--- src/rtl/ccell_pkg.sv ---
// shared types and constants of the cardiac cell euler step block
package ccell_pkg;

    // fraction bits of the signed fixed-point cell values
    localparam int FRAC_BITS = 24;

    // initial cell values at 24 fraction bits
    localparam logic [31:0] INIT_V_Q24 = 32'd138;
    localparam logic [31:0] INIT_H_Q24 = 32'd14746593;

    localparam int CFG_IDX_W = 3;

    typedef enum logic [CFG_IDX_W-1:0] {
        CFG_STIM_FIRST = 3'd0,
        CFG_STIM_LAST  = 3'd1,
        CFG_STIM_CELLS = 3'd2,
        CFG_STIM_AMP   = 3'd3,
        CFG_TIME_STEP  = 3'd4,
        CFG_WATCH_CELL = 3'd5
    } ccell_cfg_idx_t;

    localparam logic [15:0] STIM_FIRST_RST = 16'd0;
    localparam logic [15:0] STIM_LAST_RST  = 16'd50;
    localparam logic [5:0]  STIM_CELLS_RST = 6'd5;
    localparam logic [31:0] STIM_AMP_RST   = 32'd16777216;
    localparam logic [24:0] TIME_STEP_RST  = 25'd335544;
    localparam logic [4:0]  WATCH_CELL_RST = 5'd1;

    // controller to datapath
    typedef struct packed {
        logic load_init;
        logic rd_watch;
        logic out_load;
        logic rd_cell;
        logic finish;
    } ccell_cmd_t;

    // datapath to controller
    typedef struct packed {
        logic pipe_busy;
        logic out_free;
    } ccell_sts_t;

endpackage

--- src/rtl/ccell_ctrl.sv ---
// sequencing controller: accept, watched read, result load, cell sweep, drain
module ccell_ctrl
    import ccell_pkg::*;
#(
    parameter int NUM_CELLS = 32,
    parameter int CW = (NUM_CELLS > 1) ? $clog2(NUM_CELLS) : 1
) (
    input  logic          clk,
    input  logic          rst_n,
    input  logic          in_valid,
    output logic          in_ready,
    input  logic          restart,
    output ccell_cmd_t    cmd,
    output logic [CW-1:0] cell_idx,
    input  ccell_sts_t    sts
);

    typedef enum logic [4:0] {
        ST_IDLE   = 5'b00001,
        ST_WATCH  = 5'b00010,
        ST_RESULT = 5'b00100,
        ST_SWEEP  = 5'b01000,
        ST_DRAIN  = 5'b10000
    } ccell_state_t;

    localparam logic [CW-1:0] LAST_CELL = CW'(NUM_CELLS - 1);

    ccell_state_t  state_reg, state_next;
    logic          restart_reg, restart_next;
    logic [CW-1:0] cell_cnt_reg, cell_cnt_next;

    always_comb
    begin
        state_next    = state_reg;
        restart_next  = restart_reg;
        cell_cnt_next = cell_cnt_reg;
        cmd           = '0;
        in_ready      = 1'b0;
        case (state_reg)
            ST_IDLE:
            begin
                in_ready = 1'b1;
                if (in_valid)
                begin
                    cmd.load_init = restart;
                    restart_next  = restart;
                    state_next    = ST_WATCH;
                end
            end
            ST_WATCH:
            begin
                cmd.rd_watch = 1'b1;
                state_next   = ST_RESULT;
            end
            ST_RESULT:
            begin
                if (sts.out_free)
                begin
                    cmd.out_load  = 1'b1;
                    cell_cnt_next = '0;
                    state_next    = restart_reg ? ST_IDLE : ST_SWEEP;
                end
            end
            ST_SWEEP:
            begin
                cmd.rd_cell = 1'b1;
                if (cell_cnt_reg == LAST_CELL)
                begin
                    state_next = ST_DRAIN;
                end
                else
                begin
                    cell_cnt_next = cell_cnt_reg + 1'b1;
                end
            end
            ST_DRAIN:
            begin
                if (!sts.pipe_busy)
                begin
                    cmd.finish = 1'b1;
                    state_next = ST_IDLE;
                end
            end
            default:
            begin
                state_next = ST_IDLE;
            end
        endcase
    end

    always_ff @(posedge clk or negedge rst_n)
    begin
        if (!rst_n)
        begin
            state_reg    <= ST_IDLE;
            restart_reg  <= 1'b0;
            cell_cnt_reg <= '0;
        end
        else
        begin
            state_reg    <= state_next;
            restart_reg  <= restart_next;
            cell_cnt_reg <= cell_cnt_next;
        end
    end

    assign cell_idx = cell_cnt_reg;

`ifndef ASSERT_OFF
    a_accept_to_watch: assert property (@(posedge clk) disable iff (!rst_n)
        (in_valid && in_ready) |=> (state_reg == ST_WATCH))
        else $error("accepted item did not start a watched read");
    a_sweep_steps: assert property (@(posedge clk) disable iff (!rst_n)
        (state_reg == ST_SWEEP && cell_cnt_reg != LAST_CELL) |=>
        (state_reg == ST_SWEEP && cell_cnt_reg == CW'($past(cell_cnt_reg) + 1'b1)))
        else $error("cell sweep skipped or repeated a cell");
`endif

endmodule

--- config.mk ---
export PLATFORM = sky130hd
export DESIGN_NAME = ccell_ctrl
export DESIGN_NICKNAME = d
export VERILOG_FILES = /design/src/rtl/ccell_pkg.sv /design/src/rtl/ccell_ctrl.sv
export SDC_FILE = /design/constraint.sdc
export NUM_CORES = 1
export LEC_CHECK = 0
export BUFFER_PORTS_ARGS = -buffer_cell sky130_fd_sc_hd__buf_2
export CORE_AREA = 5 5 42 44
export DETAILED_ROUTE_END_ITERATION = 12
export DIE_AREA = 0 0 47 49
export MAX_ROUTING_LAYER = met4
export PLACE_DENSITY = 0.82
export SLEW_MARGIN = 0
export SYNTH_ARGS = -nofsm -noshare
export SYNTH_HDL_FRONTEND = slang
export SYNTH_SLANG_ARGS = --single-unit
--- constraint.sdc ---
create_clock -name clk -period 4.8 [get_ports clk]
set_clock_uncertainty 0.1 [all_clocks]
set_input_delay 0.96 -clock clk [delete_from_list [all_inputs] [get_ports clk]]
set_output_delay 0.96 -clock clk [all_outputs]
set_load 0.02 [all_outputs]
After elaboration in Yosys (flattened, before gate mapping)
Index checks and enable logic that the tools add are counted.
{ "word_totals": {"elab_cells": 37, "output_inout_bits": 11, "ff_bits": 11, "in_bits": 6} }
{ "classes": {"n_reduce_logical": 4, "eq_ne": 11, "mux": 18, "add_sub_neg": 1} }
{ "op_table": {"columns": ["operator", "n"], "rows": [
  ["$mux 5", 6],
  ["$pmux 5 s5", 1],
  ["$eq 5x5->1 const B", 2],
  ["$ne 2x2->1 const B", 5],
  ["$pmux 5 s2", 1],
  ["$mux 1", 9],
  ["$add 5x1->5 const B", 1],
  ["$eq 5x1->1 const B", 1],
  ["$eq 5x2->1 const B", 1],
  ["$eq 5x3->1 const B", 1],
  ["$eq 5x4->1 const B", 1],
  ["$mux 4", 1],
  ["$reduce_and 4->1", 1],
  ["$reduce_and 3->1", 1],
  ["$reduce_and 2->1", 1],
  ["$reduce_bool 2->1", 1]
]} }

Logic depth before layout (Yosys ltp)
{ "depth": {"depth_word": 3, "mapped_depth": 7, "depth_no_buf": 7} }

Least setup slack after synthesis
OpenSTA, ideal clock, no wires.
{ "synth_path": {"kind": "in2out", "from": "input sts[1] in the netlist's numbering", "to": "output cmd[0] in the netlist's numbering", "required_time_ns": 3.740, "arrival_time_ns": 1.723, "n_path_buf": 0, "stages": 1, "path_slack_ns": 2.017, "cell_sequence": "nor4b_1"} }
{ "synth_via": {"elab_chain_cells": 2} }
{ "synth_rtl": {"columns": ["element", "line_no", "rtl"], "rows": [
  ["start, declared", "ccell_ctrl.sv:15", "input ccell_sts_t sts"],
  ["$mux 1", "ccell_ctrl.sv:78", "if (!sts.pipe_busy)"],
  ["$mux 1", "ccell_ctrl.sv:39", "case (state_reg)"],
  ["end, declared", "ccell_ctrl.sv:13", "output ccell_cmd_t cmd,"]
]} }
No other way between the ends.

==> summary.txt <==
Timing
  • Endpoints failing setup: 0
  • Tcrit/Tclk final: 0.567
  • Slew Limit Fails: 0
  • Final Hold Viols: 0
  • Hold WS: 0.411 ns
  • Max Freq: 367 MHz
  • Rel. slew slack: 0.732
  • Fin Setup TNS: 0 ns
  • Min Tclk post-route: 2.72 ns
  • RSZ-0062 raised after global routing: no
  • Worst-margin pin slew: 0.401 ns

Critical path
  • Crit path kind: flip-flop to output pin
  • Crit Path Max Fanout: 6
  • Worst EP arrival: 1.66 ns
  • Worst R2R Setup Slack: 2.87 ns
  • Critical R2R Launch: cell_idx[0]$_DFFE_PN0P_
  • Slowest stage delay, CP: 0.43 ns
  • CP Launch Type: flip-flop
  • Worst Path Required: 3.74 ns
  • Reg2reg end: cell_idx[2]$_DFFE_PN0P_
  • CP max stage cell: dfrtp_1
  • CP bufs+invs: 1
  • Crit-path cells: or3_4, nor2_1, buf_2
  • Endpoint class of the critical path: output pin
  • Depth of the most critical reg-to-reg path: 6
  • Cell family with most CP delay: simple AND/OR/NAND/NOR gates

Power and ir drop
  • Max VDD drop: 0.000283 V
  • Total Power: 415 uW
  • Leak pwr: 0.369 nW
  • Power density cells: 571 nW/um^2

Yosys
  • Sequential fraction of the synthesis area: 0.457
  • Cell area after synthesis: 606 um^2
  • Post-Synthesis Cells: 63
  • Top post-synthesis cells by area: dfrtp_1, nand3_1, dfstp_2, ha_1, nor2_1
  • Ys Warns: 0
  • Syn_area_per_cell: 9.61 um^2
  • Net count after synthesis: 71
  • Seq cells post-synth: 11
  • Yosys top cell area share: 0.413
  • Yosys cell types: 29
  • Yosys top cell by area: dfrtp_1

Die
  • Area of the die: 2300 um^2
  • Core box area: 1400 um^2
  • Die height: 49 um
  • DIE WIDTH: 47 um
  • # IOs: 17
  • Row cnt: 14
  • Initial Util: 0.432

Clock tree
  • H-tree levels: 1
  • Clock Tree Root: clkbuf_4
  • CTS tree: yes
  • Clock latency on the worst-skew pair: 0.26 ns
  • Hold_buf cts: 0
  • CTS max path bufs: 2
  • Reg clk slew, reported paths: 0.07 ns
  • Clock Sinks: 11
  • TritonCTS Buffers: 3
  • # Post-CTS Setup Buffers: 0
  • PostCTS Resize Cnt: 0

GRT
  • Initial antenna violation count: 0
  • Largest net degree at the start of global routing: 12
  • Global route total overflow: 0
  • Total global-route track usage: 0.138
  • Vias in the first global route: 526
  • First-pass GRT wire length: 2250 um

Route
  • Routed Antenna Nets: 0
  • DR WL/cell: 12.9 um
  • Vias/cell: 5.58
  • Pre-Repair DR Iteration Count: 4
  • Total number of vias: 547
  • Drt total wl: 1260 um
  • DR iter-0 viols: 25
  • # DRC: 0

Layout
  • FILL cells: 136
  • # diodes: 0
  • Share of cells above drive strength 1: 0.293
  • Finished Core Util: 0.519
  • Area Overhead vs Synth: 20.0%
  • Post-route cell area: 727 um^2
  • Fin nets: 91

Place
  • DP Wirelength: 978 um
  • Post-Place Cell Area: 701 um^2
  • Port Buffers: 16
  • Routability cong.: 0.822

Worst hold path
  • Hold Path Depth: 1
  • Worst min path class: flip-flop to flip-flop
  • Hold EP: state_reg[3]$_DFFE_PN0P_
  • Hold Path Origin: restart_reg$_DFFE_PN0P_

Job
  • Max cap viols: 0

Run status
  • Status: finished, final reports clean
cell usage in the layout (no fill, tap or decap), drive strengths merged:
cell type / count
a21oi: 1
a22o: 2
a31o: 1
and2: 1
and3: 2
and4bb: 1
buf: 16
clkbuf: 4
dfrtp: 10
dfstp: 1
ha: 2
inv: 3
mux2: 1
nand2: 3
nand2b: 2
nand3: 10
nand3b: 2
nand4b: 2
nor2: 5
nor2b: 1
nor3: 3
nor3b: 1
nor4b: 1
o21ai: 2
o22ai: 1
o31a: 1
or3: 2
xnor2: 1
power by group:
part	switching [mW]	internal, mW	total, mW	leakage [nW]
clock	0.0317	0.0321	0.0639	0.0150
combinational	0.0978	0.0816	0.179	0.214
sequential	0.0422	0.129	0.172	0.140
total	0.172	0.243	0.415	0.369
per-stage QoR:
| step | setup slack (ns) | cells |
|---|---|---|
| floorplan | 2.02 | 63 |
| global placement | 2.23 | 94 |
| detailed placement | 2.19 | 94 |
| CTS | 2.09 | 98 |
| global route | 1.92 | 98 |
| finish | 2.08 | 98 |
layout make-up:
cell class                      count  area (um^2)  share of cell area
Clock buffer                        4         26.3              0.0361
Inverter                            3         11.3              0.0155
Timing Repair Buffer               16         80.1               0.110
Multi-Input combinational cell     48          313               0.430
Sequential cell                    11          277               0.380
Tap cell                           16         20.0              0.0275
how the worst max path moves through the flow:
stage                                   from      to  cells past startpoint
finish              state_reg[2]$_DFFE_PN0P_  cmd[1]                      3
global route        state_reg[1]$_DFFE_PN0P_  cmd[2]                      4
CTS                 state_reg[2]$_DFFE_PN0P_  cmd[1]                      3
detailed placement                    sts[1]  cmd[0]                      3
global placement                      sts[1]  cmd[0]                      3
floorplan                             sts[1]  cmd[0]                      1
synthesized netlist by cell type:
| cell | count |
|---|---|
| nor3b_1 | 1 |
| o22ai_1 | 1 |
| dfrtp_1 | 10 |
| nor2_1 | 5 |
| nor3_1 | 3 |
| and3_1 | 2 |
| mux2_2 | 1 |
| nand4b_1 | 2 |
| xnor2_1 | 1 |
| ha_1 | 2 |
| inv_1 | 3 |
| a22o_1 | 2 |
| buf_2 | 1 |
| nor2b_1 | 1 |
| nand3_1 | 10 |
| o31a_1 | 1 |
| nor4b_1 | 1 |
| o21ai_0 | 1 |
| o21ai_1 | 1 |
| nand2b_1 | 2 |
| nand3b_1 | 2 |
| dfstp_2 | 1 |
| or3_1 | 1 |
| and2_1 | 1 |
| or3_4 | 1 |
| nand2_1 | 3 |
| and4bb_2 | 1 |
| a21oi_1 | 1 |
| a31o_2 | 1 |
kinds of logic after synthesis:
logic type | count (synthesis) | share of synthesized area
AO/OA/AOI/OAI | 8 | 0.0930
XOR/XNOR | 1 | 0.0145
adder cells (fa/ha/maj) | 2 | 0.0413
buffers and inverters | 4 | 0.0269
flip-flops | 11 | 0.457
multiplexers | 1 | 0.0186
AND/OR/NAND/NOR | 36 | 0.349
routing by layer:
metal  part of all wire  GRT usage  vias to the layer above
li1                   -          -                      267
met1               0.48      0.167                      263
met2               0.45      0.208                       13
met3              0.045     0.0332                        4
met4              0.025     0.0691                        0
met5                  0          -                        -
Note: power is estimated with default switching activity, not from simulation.
